### config.mk
export PLATFORM = sky130hd
export DESIGN_NAME = aes_bm_ctrl
export DESIGN_NICKNAME = d
export VERILOG_FILES = /design/src/sv/aes_bm_pkg.sv /design/src/sv/aes_bm_ctrl.sv
export SDC_FILE = /design/constraint.sdc
export NUM_CORES = 1
export LEC_CHECK = 0
export BUFFER_PORTS_ARGS = -buffer_cell sky130_fd_sc_hd__buf_2
export CORE_AREA = 2 2 39 41
export CTS_BUF_LIST = sky130_fd_sc_hd__clkbuf_4
export CTS_CLUSTER_DIAMETER = 100
export DETAILED_ROUTE_END_ITERATION = 16
export DIE_AREA = 0 0 41 43
export PLACE_DENSITY_LB_ADDON = 0.3
export SETUP_SLACK_MARGIN = 0.4
export SKIP_CTS_REPAIR_TIMING = 1
export SLEW_MARGIN = 20
export SYNTH_ARGS = -nofsm -noshare
export SYNTH_HDL_FRONTEND = slang
export SYNTH_SLANG_ARGS = --single-unit
### constraint.sdc
create_clock -name clk -period 1.94 [get_ports clk]
set_input_delay 0.097 -clock clk [delete_from_list [all_inputs] [get_ports clk]]
set_output_delay 0.097 -clock clk [all_outputs]
set_load 0.02 [all_outputs]
### src/sv/aes_bm_pkg.sv
package aes_bm_pkg;

  localparam int BlockBytes = 16;
  localparam int NumRounds = 10;
  localparam int RkWords = 2 * (NumRounds + 1);

  typedef enum logic [2:0] {
    MODE_ECB_ENC = 3'd0,
    MODE_ECB_DEC = 3'd1,
    MODE_CBC_ENC = 3'd2,
    MODE_CBC_DEC = 3'd3,
    MODE_CTR     = 3'd4,
    MODE_RSV5    = 3'd5,
    MODE_RSV6    = 3'd6,
    MODE_RSV7    = 3'd7
  } mode_t;

  typedef enum logic [2:0] {
    REG_MODE    = 3'd0,
    REG_KEY_HI  = 3'd1,
    REG_KEY_LO  = 3'd2,
    REG_IV_HI   = 3'd3,
    REG_IV_LO   = 3'd4,
    REG_NONCE   = 3'd5,
    REG_NONE6   = 3'd6,
    REG_NONE7   = 3'd7
  } reg_idx_t;

  typedef struct packed {
    logic [63:0] block_high;
    logic [63:0] block_low;
    logic        first_block;
    logic [4:0]  valid_bytes;
  } in_item_t;

  typedef struct packed {
    logic [63:0] result_high;
    logic [63:0] result_low;
    logic [4:0]  result_bytes;
  } out_item_t;

  typedef enum logic [2:0] {
    ST_IDLE,
    ST_EXPAND,
    ST_LOAD,
    ST_ROUND,
    ST_DONE
  } state_t;

  // controller -> datapath
  typedef struct packed {
    logic       exp_start;
    logic       exp_step;
    logic       load;
    logic       round;
    logic [3:0] rnd;
    logic       finish;
  } ctl_cmd_t;

  typedef struct packed {
    logic last_round;
  } dp_stat_t;

  function automatic logic [7:0] sbox(input logic [7:0] a);
    logic [7:0] t [256];
    t = '{
      8'h63,8'h7c,8'h77,8'h7b,8'hf2,8'h6b,8'h6f,8'hc5,8'h30,8'h01,8'h67,8'h2b,8'hfe,8'hd7,8'hab,8'h76,
      8'hca,8'h82,8'hc9,8'h7d,8'hfa,8'h59,8'h47,8'hf0,8'had,8'hd4,8'ha2,8'haf,8'h9c,8'ha4,8'h72,8'hc0,
      8'hb7,8'hfd,8'h93,8'h26,8'h36,8'h3f,8'hf7,8'hcc,8'h34,8'ha5,8'he5,8'hf1,8'h71,8'hd8,8'h31,8'h15,
      8'h04,8'hc7,8'h23,8'hc3,8'h18,8'h96,8'h05,8'h9a,8'h07,8'h12,8'h80,8'he2,8'heb,8'h27,8'hb2,8'h75,
      8'h09,8'h83,8'h2c,8'h1a,8'h1b,8'h6e,8'h5a,8'ha0,8'h52,8'h3b,8'hd6,8'hb3,8'h29,8'he3,8'h2f,8'h84,
      8'h53,8'hd1,8'h00,8'hed,8'h20,8'hfc,8'hb1,8'h5b,8'h6a,8'hcb,8'hbe,8'h39,8'h4a,8'h4c,8'h58,8'hcf,
      8'hd0,8'hef,8'haa,8'hfb,8'h43,8'h4d,8'h33,8'h85,8'h45,8'hf9,8'h02,8'h7f,8'h50,8'h3c,8'h9f,8'ha8,
      8'h51,8'ha3,8'h40,8'h8f,8'h92,8'h9d,8'h38,8'hf5,8'hbc,8'hb6,8'hda,8'h21,8'h10,8'hff,8'hf3,8'hd2,
      8'hcd,8'h0c,8'h13,8'hec,8'h5f,8'h97,8'h44,8'h17,8'hc4,8'ha7,8'h7e,8'h3d,8'h64,8'h5d,8'h19,8'h73,
      8'h60,8'h81,8'h4f,8'hdc,8'h22,8'h2a,8'h90,8'h88,8'h46,8'hee,8'hb8,8'h14,8'hde,8'h5e,8'h0b,8'hdb,
      8'he0,8'h32,8'h3a,8'h0a,8'h49,8'h06,8'h24,8'h5c,8'hc2,8'hd3,8'hac,8'h62,8'h91,8'h95,8'he4,8'h79,
      8'he7,8'hc8,8'h37,8'h6d,8'h8d,8'hd5,8'h4e,8'ha9,8'h6c,8'h56,8'hf4,8'hea,8'h65,8'h7a,8'hae,8'h08,
      8'hba,8'h78,8'h25,8'h2e,8'h1c,8'ha6,8'hb4,8'hc6,8'he8,8'hdd,8'h74,8'h1f,8'h4b,8'hbd,8'h8b,8'h8a,
      8'h70,8'h3e,8'hb5,8'h66,8'h48,8'h03,8'hf6,8'h0e,8'h61,8'h35,8'h57,8'hb9,8'h86,8'hc1,8'h1d,8'h9e,
      8'he1,8'hf8,8'h98,8'h11,8'h69,8'hd9,8'h8e,8'h94,8'h9b,8'h1e,8'h87,8'he9,8'hce,8'h55,8'h28,8'hdf,
      8'h8c,8'ha1,8'h89,8'h0d,8'hbf,8'he6,8'h42,8'h68,8'h41,8'h99,8'h2d,8'h0f,8'hb0,8'h54,8'hbb,8'h16
    };
    return t[a];
  endfunction

  // GF(2^8) multiply, reduction polynomial 0x11b
  function automatic logic [7:0] gf_mul(input logic [7:0] a, input logic [7:0] b);
    logic [7:0] p;
    logic [7:0] x;
    p = '0;
    x = a;
    for (int i = 0; i < 8; i++) begin
      if (b[i]) p = p ^ x;
      x = {x[6:0], 1'b0} ^ (x[7] ? 8'h1b : 8'h00);
    end
    return p;
  endfunction

  function automatic logic [7:0] inv_sbox(input logic [7:0] a);
    logic [7:0] r;
    r = '0;
    for (int i = 0; i < 256; i++) begin
      if (sbox(8'(i)) == a) r = 8'(i);
    end
    return r;
  endfunction

  function automatic logic [7:0] xt(input logic [7:0] a);
    return {a[6:0], 1'b0} ^ (a[7] ? 8'h1b : 8'h00);
  endfunction

  function automatic logic [7:0] rcon(input logic [3:0] r);
    logic [7:0] v;
    unique case (r)
      4'd1: v = 8'h01; 4'd2: v = 8'h02; 4'd3: v = 8'h04; 4'd4: v = 8'h08;
      4'd5: v = 8'h10; 4'd6: v = 8'h20; 4'd7: v = 8'h40; 4'd8: v = 8'h80;
      4'd9: v = 8'h1b; 4'd10: v = 8'h36;
      default: v = 8'h00;
    endcase
    return v;
  endfunction

  // byte i of a 128-bit block, byte 0 at the top
  function automatic logic [7:0] bget(input logic [127:0] s, input int i);
    return s[127-8*i -: 8];
  endfunction

  function automatic logic [127:0] enc_round(input logic [127:0] s, input logic last);
    logic [127:0] t;
    logic [127:0] o;
    logic [7:0] a0, a1, a2, a3;
    for (int c = 0; c < 4; c++)
      for (int w = 0; w < 4; w++)
        t[127-8*(w+4*c) -: 8] = sbox(bget(s, w + 4 * ((c + w) % 4)));
    o = t;
    if (!last) begin
      for (int c = 0; c < 4; c++) begin
        a0 = bget(t, 4*c); a1 = bget(t, 4*c+1); a2 = bget(t, 4*c+2); a3 = bget(t, 4*c+3);
        o[127-8*(4*c)   -: 8] = xt(a0) ^ xt(a1) ^ a1 ^ a2 ^ a3;
        o[127-8*(4*c+1) -: 8] = a0 ^ xt(a1) ^ xt(a2) ^ a2 ^ a3;
        o[127-8*(4*c+2) -: 8] = a0 ^ a1 ^ xt(a2) ^ xt(a3) ^ a3;
        o[127-8*(4*c+3) -: 8] = xt(a0) ^ a0 ^ a1 ^ a2 ^ xt(a3);
      end
    end
    return o;
  endfunction

  // inverse shift rows and inverse sub bytes
  function automatic logic [127:0] dec_sub(input logic [127:0] s);
    logic [127:0] t;
    for (int c = 0; c < 4; c++)
      for (int w = 0; w < 4; w++)
        t[127-8*(w+4*((c+w)%4)) -: 8] = inv_sbox(bget(s, w + 4*c));
    return t;
  endfunction

  function automatic logic [127:0] inv_mix(input logic [127:0] s);
    logic [127:0] o;
    logic [7:0] a0, a1, a2, a3;
    for (int c = 0; c < 4; c++) begin
      a0 = bget(s, 4*c); a1 = bget(s, 4*c+1); a2 = bget(s, 4*c+2); a3 = bget(s, 4*c+3);
      o[127-8*(4*c)   -: 8] = gf_mul(a0,8'd14)^gf_mul(a1,8'd11)^gf_mul(a2,8'd13)^gf_mul(a3,8'd9);
      o[127-8*(4*c+1) -: 8] = gf_mul(a0,8'd9)^gf_mul(a1,8'd14)^gf_mul(a2,8'd11)^gf_mul(a3,8'd13);
      o[127-8*(4*c+2) -: 8] = gf_mul(a0,8'd13)^gf_mul(a1,8'd9)^gf_mul(a2,8'd14)^gf_mul(a3,8'd11);
      o[127-8*(4*c+3) -: 8] = gf_mul(a0,8'd11)^gf_mul(a1,8'd13)^gf_mul(a2,8'd9)^gf_mul(a3,8'd14);
    end
    return o;
  endfunction

  function automatic logic [127:0] next_rkey(input logic [127:0] k, input logic [3:0] r);
    logic [31:0] w0, w1, w2, w3, t;
    w0 = k[127:96]; w1 = k[95:64]; w2 = k[63:32]; w3 = k[31:0];
    t = {sbox(w3[23:16]) ^ rcon(r), sbox(w3[15:8]), sbox(w3[7:0]), sbox(w3[31:24])};
    w0 = w0 ^ t; w1 = w1 ^ w0; w2 = w2 ^ w1; w3 = w3 ^ w2;
    return {w0, w1, w2, w3};
  endfunction

  function automatic logic [63:0] bswap64(input logic [63:0] v);
    logic [63:0] o;
    for (int i = 0; i < 8; i++) o[8*i +: 8] = v[63-8*i -: 8];
    return o;
  endfunction

endpackage

### src/sv/aes_bm_ctrl.sv
module aes_bm_ctrl import aes_bm_pkg::*; (
  input  logic     clk,
  input  logic     rst,
  input  logic     key_write,
  input  logic     in_fire,
  input  logic     out_fire,
  input  dp_stat_t stat,
  output ctl_cmd_t cmd,
  output logic     in_ready,
  output logic     out_valid,
  output logic     cfg_ready
);
  state_t state, state_next;
  logic [3:0] rnd, rnd_next;

  always_ff @(posedge clk) begin
    if (rst) begin
      state <= ST_IDLE;
      rnd <= '0;
    end else begin
      state <= state_next;
      rnd <= rnd_next;
    end
  end

  always_comb begin
    state_next = state;
    rnd_next = rnd;
    cmd = '0;
    cmd.rnd = rnd;
    in_ready = 1'b0;
    out_valid = 1'b0;
    cfg_ready = 1'b0;
    unique case (state)
      ST_IDLE: begin
        cfg_ready = 1'b1;
        in_ready = 1'b1;
        if (key_write) begin
          cmd.exp_start = 1'b1;
          in_ready = 1'b0;
          rnd_next = 4'd1;
          state_next = ST_EXPAND;
        end else if (in_fire) begin
          cmd.load = 1'b1;
          rnd_next = 4'd0;
          state_next = ST_LOAD;
        end
      end
      ST_EXPAND: begin
        cmd.exp_step = 1'b1;
        rnd_next = rnd + 4'd1;
        if (rnd == 4'(NumRounds)) state_next = ST_IDLE;
      end
      ST_LOAD: begin
        // first key read in flight
        rnd_next = 4'd1;
        state_next = ST_ROUND;
      end
      ST_ROUND: begin
        cmd.round = 1'b1;
        rnd_next = rnd + 4'd1;
        if (stat.last_round) state_next = ST_DONE;
      end
      ST_DONE: begin
        out_valid = 1'b1;
        if (out_fire) state_next = ST_IDLE;
      end
      default: state_next = ST_IDLE;
    endcase
  end
endmodule

== Yosys cells after proc, flatten, opt, wreduce, memory -nomap -nowiden ==
Cells that the tools add are included.

* Add/subtract/negate cells: 1
* Multipliers: 0
* Div/mod/pow operators: 0
* Order comparisons: 0
* Equality and inequality tests: 9
* Shift-type cells: 0
* Muxes and demuxes: 20
* Bitwise operators: 0
* Reduce and logical (&&, ||, !) cells: 5

{| class="wikitable"
|+ Operators by type and width
! cell !! count
|-
| $mux 3 || 5
|-
| $pmux 3 s5 || 1
|-
| $pmux 4 s3 || 1
|-
| $mux 1 || 11
|-
| $mux 4 || 2
|-
| $eq 3x2->1 const B || 2
|-
| $ne 2x2->1 const B || 3
|-
| $add 4x1->4 const B || 1
|-
| $eq 4x4->1 const B || 1
|-
| $reduce_and 4->1 || 1
|-
| $eq 3x1->1 const B || 1
|-
| $eq 3x3->1 const B || 1
|-
| $logic_not 3->1 || 1
|-
| $ne 3x3->1 const B || 1
|-
| $reduce_bool 3->1 || 1
|-
| $reduce_and 2->1 || 1
|-
| $reduce_or 2->1 || 1
|}

* Flip-flop bits (word level): 7
* Latch bits: 0
* Memory bits (writable): 0
* Memory bits (read-only): 0
* Input port bits: 6
* Output and inout bits: 12
* Logic and storage cells: 37
* Memories: 0

== Depth between registers and ports, before layout ==
Gate-level depths: netlist of run 1.

* Depth in word-level cells: 4
* Mapped depth: 4

== Worst setup path after synthesis of run 1 ==
No wires, ideal clock.

* Path kind: reg2out
* From: register state[2]
* To: output port cmd[6] in the netlist's numbering
* Arrival: 1624 ps
* Setup slack: 219 ps
* Stages on the path, launching flop included: 4
* Path buffers: 1
* Cells stage by stage: dfxtp_1 -> clkbuf_1 -> nor4_1 -> and2_1

{| class="wikitable"
|+ RTL lines
! element !! line !! text
|-
| from (decl) || aes_bm_ctrl.sv:13 || <nowiki>state_t state, state_next;</nowiki>
|-
| from (signal assigned) || aes_bm_ctrl.sv:21 || <nowiki>state <= state_next;</nowiki>
|-
| to (decl) || aes_bm_ctrl.sv:8 || <nowiki>output ctl_cmd_t cmd,</nowiki>
|}

== Worst setup path in the final report of run 1 ==
* From: register state[0]
* To: register state[0]

* Cells in the longest elaborated chain, start to end: 3
* Elaborated cells on any way between the ends: 11
* Classes of those cells: eq/ne (8); mux (1); reduce/logical (2)

{| class="wikitable"
|+ Ends and longest elaborated chain
! element !! line !! text
|-
| $eq 3x1->1, or another cell as far along || aes_bm_ctrl.sv:34 || <nowiki>unique case (state)</nowiki>
|-
| $ne 2x2->1 (no line) or $ne 3x3->1 (tied branches) || -- ||
|-
| $reduce_and 4->1 (no line) || -- ||
|}

Parallel ways exist; a longest one is shown, timed or not.
A chain may end at the register's enable or synchronous reset.

==> run_results.csv, run 1 <==
group,metric,value,unit
synthesis,yosys.area_share.xor_xnor,0,%
timing,finalClockSkew,0.00498,ns
floorplan,fp.dieW,41,µm
synthesis,synth_top_area_cell,"dfxtp_1",
timing,setup_viol,0,
worst_hold_path,worstHoldStart,"rst",
final_layout,multi_input_area,300,µm²
worst_hold_path,min_path_type,"in -> reg",
synthesis,synth_area_leaders,"dfxtp_1 (30%), ha_1 (5.3%), nand2b_1 (5.3%)",
setup_path,crit_chain,"or4b_1, o31a_1, a311oi_1",
pwr,internal_power,0.295,mW
timing,fin_crit_sh,73.5,%
synthesis,synth_top_area_share,29.6,%
synthesis,synth_most_common_cell,"dfxtp_1",
cts,cts_root_buf,"clkbuf_4",
pwr,comb_power_share,26.2,%
drt,drt-pass1-iter-count,4,
placement,hpwl,811,µm
placement,dp.cells,88,
cts,cts_made_buffers,3,
global_routing,grt_max_degree,16,
cts,clock_latency,0.26,ns
drt,viasPerCell,5.38,
setup_path,critPathMaxFanout,15,
synthesis,yosys.area_share.simple,33.0,%
drt,ant_nets,0,
timing,hold_viol_final,0,
setup_path,start_kind,"flop",
timing,worst_slack,0.513,ns
synthesis,synth_edf_count,0,
status,status,"finished clean",
pwr,p_switching,0.152,mW
pwr,ir_drop,0.349,mV
synthesis,synth_ff_type,"dfxtp_1",
cts,cts_tree,"built",
placement,gp_congestion,0.715,
synthesis,synth_nets,69,
final_layout,seq_area,143,µm²
synthesis,synth-compound-area-share,21.6,%
pwr,clockPowerShare,34.3,%
synthesis,synth.cell_area,474,µm²
timing,drv_slew,0,
synthesis,yosys.area_share.adder,5.28,%
synthesis,yosysSeqAreaShare,29.6,%
placement,port-buffer-count,16,
final_layout,finalNonFillerCells,92,
cts,h-tree-depth,1,
placement,post-place-ws,0.425,ns
drt,drc_errors,0,
drt,wl,1.12,mm
final_layout,antennaDiodeCount,0,
synthesis,muxShareOfSynthArea,0,%
timing,setup_tns,0,ns
final_layout,final_nets,85,
cts,clkSinkCount,7,
pwr,switching_share,34.0,%
pwr,pwr-share-seq,39.5,%
global_routing,antenna_found_initial,0,
synthesis,synth_cell_type_count,31,
setup_path,reg2reg_depth,3,
pwr,leakagePower,0.251,nW
global_routing,grt_pass1_vias,415,
flow_run,max-cap-violations,0,
global_routing,grtUsageTotal,15.3,%
floorplan,dieArea,0.00176,mm²
worst_hold_path,hold_path_end,"state[0]$_SDFFE_PP0P_",
setup_path,cp_num_buf_inv,0,
final_layout,nFillCells,148,
setup_path,end_kind,"flop",
setup_path,r2r_setup_slack,0.51,ns
synthesis,synthCells,61,
floorplan,coreArea,0.00138,mm²
final_layout,syn_to_final_growth,25.6,%
synthesis,ys_ff_latch,7,
synthesis,synth_commonest_cells,"dfxtp_1 (7), a21oi_1 (4), nand2b_1 (4), nor2_1 (4)",
final_layout,final_area,596,µm²
cts,clk_pin_slew,0.06,ns
global_routing,grt_pass1_wl,1.82,mm
synthesis,yosysWarnings,0,
setup_path,slowest_delay,0.57,ns
timing,fmax,701,MHz
floorplan,initial_utilization,34.3,%
cts,cts_buffer_depth,2,
pwr,p_per_area,751,mW/mm²
setup_path,cp_data_required_time,2.11,ns
synthesis,synth_top_family_by_area,"simple AND/OR/NAND/NOR gates",
drt,dr_total_vias,495,
drt,drt_iter0_drc,7,
setup_path,reg2reg_to,"state[0]$_SDFFE_PP0P_",
final_layout,layout-drive-gt1-share,34.2,%
floorplan,io_pins,18,
timing,rsz0062_at_grt,"false",
drt,routedWlPerCell,12.2,µm
synthesis,synthArstFlopShare,0,%
timing,period_needed,1.43,ns
placement,placed_area,557,µm²
floorplan,fp.dieH,43,µm
synthesis,syn_avg_cell_area,7.77,µm²
pwr,finalPower,0.447,mW
global_routing,grt_overflow,0,
setup_path,crit_slowest_cell,"or4b_1",
setup_path,path_delay_family,"simple AND/OR/NAND/NOR gates",
floorplan,num_rows,14,
setup_path,crit_type,"reg -> reg",
setup_path,crit_arrival,1.59,ns
worst_hold_path,whs_path_depth,2,
setup_path,reg2reg_from,"state[0]$_SDFFE_PP0P_",
flip-flops by register name, indices dropped and copies added (netlist names):
signal  count
rnd         4
state       3
power by group through the flow:
stage	Clock [mW]	Combinational, mW	Sequential, mW
2_1_floorplan	0	0.0879	0.171
3_3_place_gp	0	0.116	0.178
3_5_place_dp	0	0.116	0.178
4_1_cts	0.158	0.117	0.175
5_1_grt	0.164	0.132	0.180
6_report	0.153	0.117	0.177
per-layer routing:
layer	global-route usage, %	vias up	share of wire, %
met3	7.85	2	7.0
met5	0	-	0
met2	19.1	19	43
li1	-	250	-
met4	4.00	0	0.98
met1	22.6	224	49
logic make-up (layout without fill, tap and decap cells):
| kind of cell | Yosys count | after routing |
|---|---|---|
| other | 1 | 1 |
| adders and majority gates | 2 | 2 |
| AOI/OAI and AO/OA | 15 | 15 |
| buffers and inverters | 10 | 25 |
| and+or+nand+nor | 26 | 26 |
| DFF | 7 | 7 |
worst register-to-register path: stages (launching register included):
cell and delay [ns]:
dfxtp_2 0.40, or4b_1 0.57, o31a_1 0.13, a311oi_1 0.24
how the worst max path moves through the flow:
stage                          startpoint               endpoint  slack [ns]  cells past startpoint
floorplan           state[2]$_SDFFE_PP0P_                 cmd[8]        0.45                      3
global placement    state[0]$_SDFFE_PP0P_  state[0]$_SDFFE_PP0P_        0.47                      3
detailed placement  state[2]$_SDFFE_PP0P_  state[0]$_SDFFE_PP0P_        0.43                      3
CTS                 state[0]$_SDFFE_PP0P_    rnd[2]$_SDFFE_PP0P_        0.41                      3
global route        state[2]$_SDFFE_PP0P_                 cmd[6]        0.46                      3
finish              state[0]$_SDFFE_PP0P_  state[0]$_SDFFE_PP0P_        0.51                      3
final cells by class:
cell class	count	share of cell area, %
clock buffer	4	5.04
multi-input combinational	44	50.4
timing repair buffer	17	14.7
tap	16	3.36
inverter	4	2.52
sequential	7	23.9
stage by stage:
step / utilization (%) / hold slack, ns
5_1_grt: 43.0 / 0.123
2_1_floorplan: - / 0.242
4_1_cts: 42.4 / 0.114
6_report: 43.0 / 0.115
3_3_place_gp: 40.2 / 0.381
3_5_place_dp: 40.2 / 0.392
placed cells by master, fill, tap and decap left out, types with 2 or more instances in the layout:
| cell | n |
|---|---|
| clkbuf_4 | 4 |
| o21ai_0 | 2 |
| or3_1 | 3 |
| and2_1 | 2 |
| dfxtp_1 | 5 |
| buf_2 | 16 |
| inv_1 | 3 |
| nor2_1 | 4 |
| a21oi_1 | 4 |
| nor4_2 | 2 |
| nand2b_1 | 4 |
| dfxtp_2 | 2 |
| nor3b_1 | 2 |
| a31oi_1 | 2 |
| ha_1 | 2 |
| nand3_1 | 3 |
| a311oi_1 | 2 |
No activity file was read; power rests on OpenSTA's default activity.
==> run 2, diff against run 1 <==
==> constraint.sdc (replaced) <==
create_clock -name clk -period 1.34 [get_ports clk]
set_input_delay 0.067 -clock clk [delete_from_list [all_inputs] [get_ports clk]]
set_output_delay 0.067 -clock clk [all_outputs]
set_load 0.02 [all_outputs]
==> run_results.csv, run 2 (synthesis gave the netlist of run 1 again) <==
group,metric,value,unit
status,status,"finished clean",
drt,dr_total_vias,534,
flow_run,max-cap-violations,0,
setup_path,cp_data_required_time,1.27,ns
drt,wl,1.30,mm
worst_hold_path,min_path_type,"in -> reg",
final_layout,syn_to_final_growth,61.7,%
timing,rsz0062_at_grt,"true",
floorplan,coreArea,0.00138,mm²
placement,hpwl,960,µm
timing,fin_crit_sh,99.3,%
placement,gp_congestion,0.735,
setup_path,critPathMaxFanout,6,
timing,drv_slew,0,
cts,cts_root_buf,"clkbuf_4",
floorplan,dieArea,0.00176,mm²
timing,setup_viol,0,
final_layout,utilization,55.4,%
timing,fmax,752,MHz
final_layout,final_common_cell,"buf_2",
cts,cts_buffer_depth,2,
worst_hold_path,whs_path_depth,2,
setup_path,slowest_delay,0.35,ns
drt,viasPerCell,5.34,
cts,cts_made_buffers,3,
global_routing,grtUsageTotal,15.8,%
final_layout,antennaDiodeCount,0,
placement,dp.cells,94,
pwr,finalPower,0.728,mW
cts,clkSinkCount,7,
floorplan,fp.dieW,41,µm
final_layout,final_area,767,µm²
setup_path,reg2reg_depth,3,
setup_path,crit_chain,"buf_6, nor4_4, and2_4, buf_6",
global_routing,grt_max_degree,11,
drt,ant_nets,0,
setup_path,cp_num_buf_inv,2,
timing,hold_viol_final,0,
pwr,leakagePower,0.326,nW
drt,routedWlPerCell,13.0,µm
floorplan,fp.dieH,43,µm
final_layout,final_cell_mix,"buf_2 (11), buf_6 (6), buf_4 (6)",
drt,drt-pass1-iter-count,4,
final_layout,largest_register_ff_count,4,
setup_path,cp_common_cell,"buf_6",
placement,post-place-ws,0.0591,ns
pwr,ir_drop,0.630,mV
setup_path,crit_type,"reg -> out",
final_layout,final_nets,93,
drt,drc_errors,0,
timing,finalClockSkew,0.00219,ns
setup_path,crit_slowest_cell,"dfxtp_4",
placement,placed_area,644,µm²
setup_path,end_kind,"output port",
setup_path,start_kind,"flop",
timing,worst_slack,0.00945,ns
floorplan,initial_utilization,34.3,%
cts,clock_latency,0.25,ns
timing,setup_tns,0,ns
final_layout,top_register,"rnd",
global_routing,antenna_found_initial,0,
final_layout,top_regs,"rnd (4), state (3)",
setup_path,r2r_setup_slack,0.02,ns
timing,period_needed,1.33,ns
final_layout,layout-drive-gt1-share,56.0,%
setup_path,cp_num_cells,4,
cts,h-tree-depth,1,
setup_path,crit_arrival,1.26,ns
global_routing,grt_overflow,0,
floorplan,io_pins,18,
drt,drt_iter0_drc,7,
setup_path,path_delay_family,"simple AND/OR/NAND/NOR gates",
floorplan,num_rows,14,
global_routing,grt_pass1_wl,1.88,mm
cts,clk_pin_slew,0.05,ns
timing,worst_hold_slack,0.112,ns
final_layout,finalNonFillerCells,100,
pwr,p_per_area,949,mW/mm²
placement,port-buffer-count,16,
cts,cts_tree,"built",
global_routing,grt_pass1_vias,436,
run 2: cell types whose count changed in the layout (fill, tap and decap cells not counted), moves of 2 or more:
cell     delta
and2_1      -2
buf_4       +5
buf_6       +6
and2_4      +2
buf_2       -5
dfxtp_4     +4
nor4_2      -2
dfxtp_1     -4
run 2: area by class of cell:
cell class	count	area [µm²]
fill	132	617
multi-input combinational	44	357
timing repair buffer	25	188
sequential	7	158
clock buffer	4	30.0
tap	16	20.0
inverter	4	15.0
run 2: worst register-to-register path, cell delays in order, from the launching register on:
cell      delay, ns
dfxtp_2        0.34
or4b_1         0.54
o31a_1         0.13
a311oi_1       0.21
run 2: report_power, final:
| part | internal, mW | switching [mW] |
|---|---|---|
| logic | 0.135 | 0.139 |
| clock network | 0.134 | 0.0762 |
| registers | 0.223 | 0.0207 |
run 2: final timing paths:
| check | startpoint | end |
|---|---|---|
| worst min register to register | rnd[2]$_SDFFE_PP0P_ | rnd[2]$_SDFFE_PP0P_ |
| worst max register to register | state[1]$_SDFFE_PP0P_ | state[0]$_SDFFE_PP0P_ |
| worst min-delay path | rst | state[2]$_SDFFE_PP0P_ |
| worst max-delay path | state[2]$_SDFFE_PP0P_ | cmd[6] |
run 2: routing by layer:
| layer | track usage, % | share of wire [%] |
|---|---|---|
| met3 | 1.57 | 6.7 |
| met2 | 22.8 | 48 |
| met1 | 21.4 | 45 |
| met4 | 10.0 | 0.39 |
| met5 | 0 | 0 |
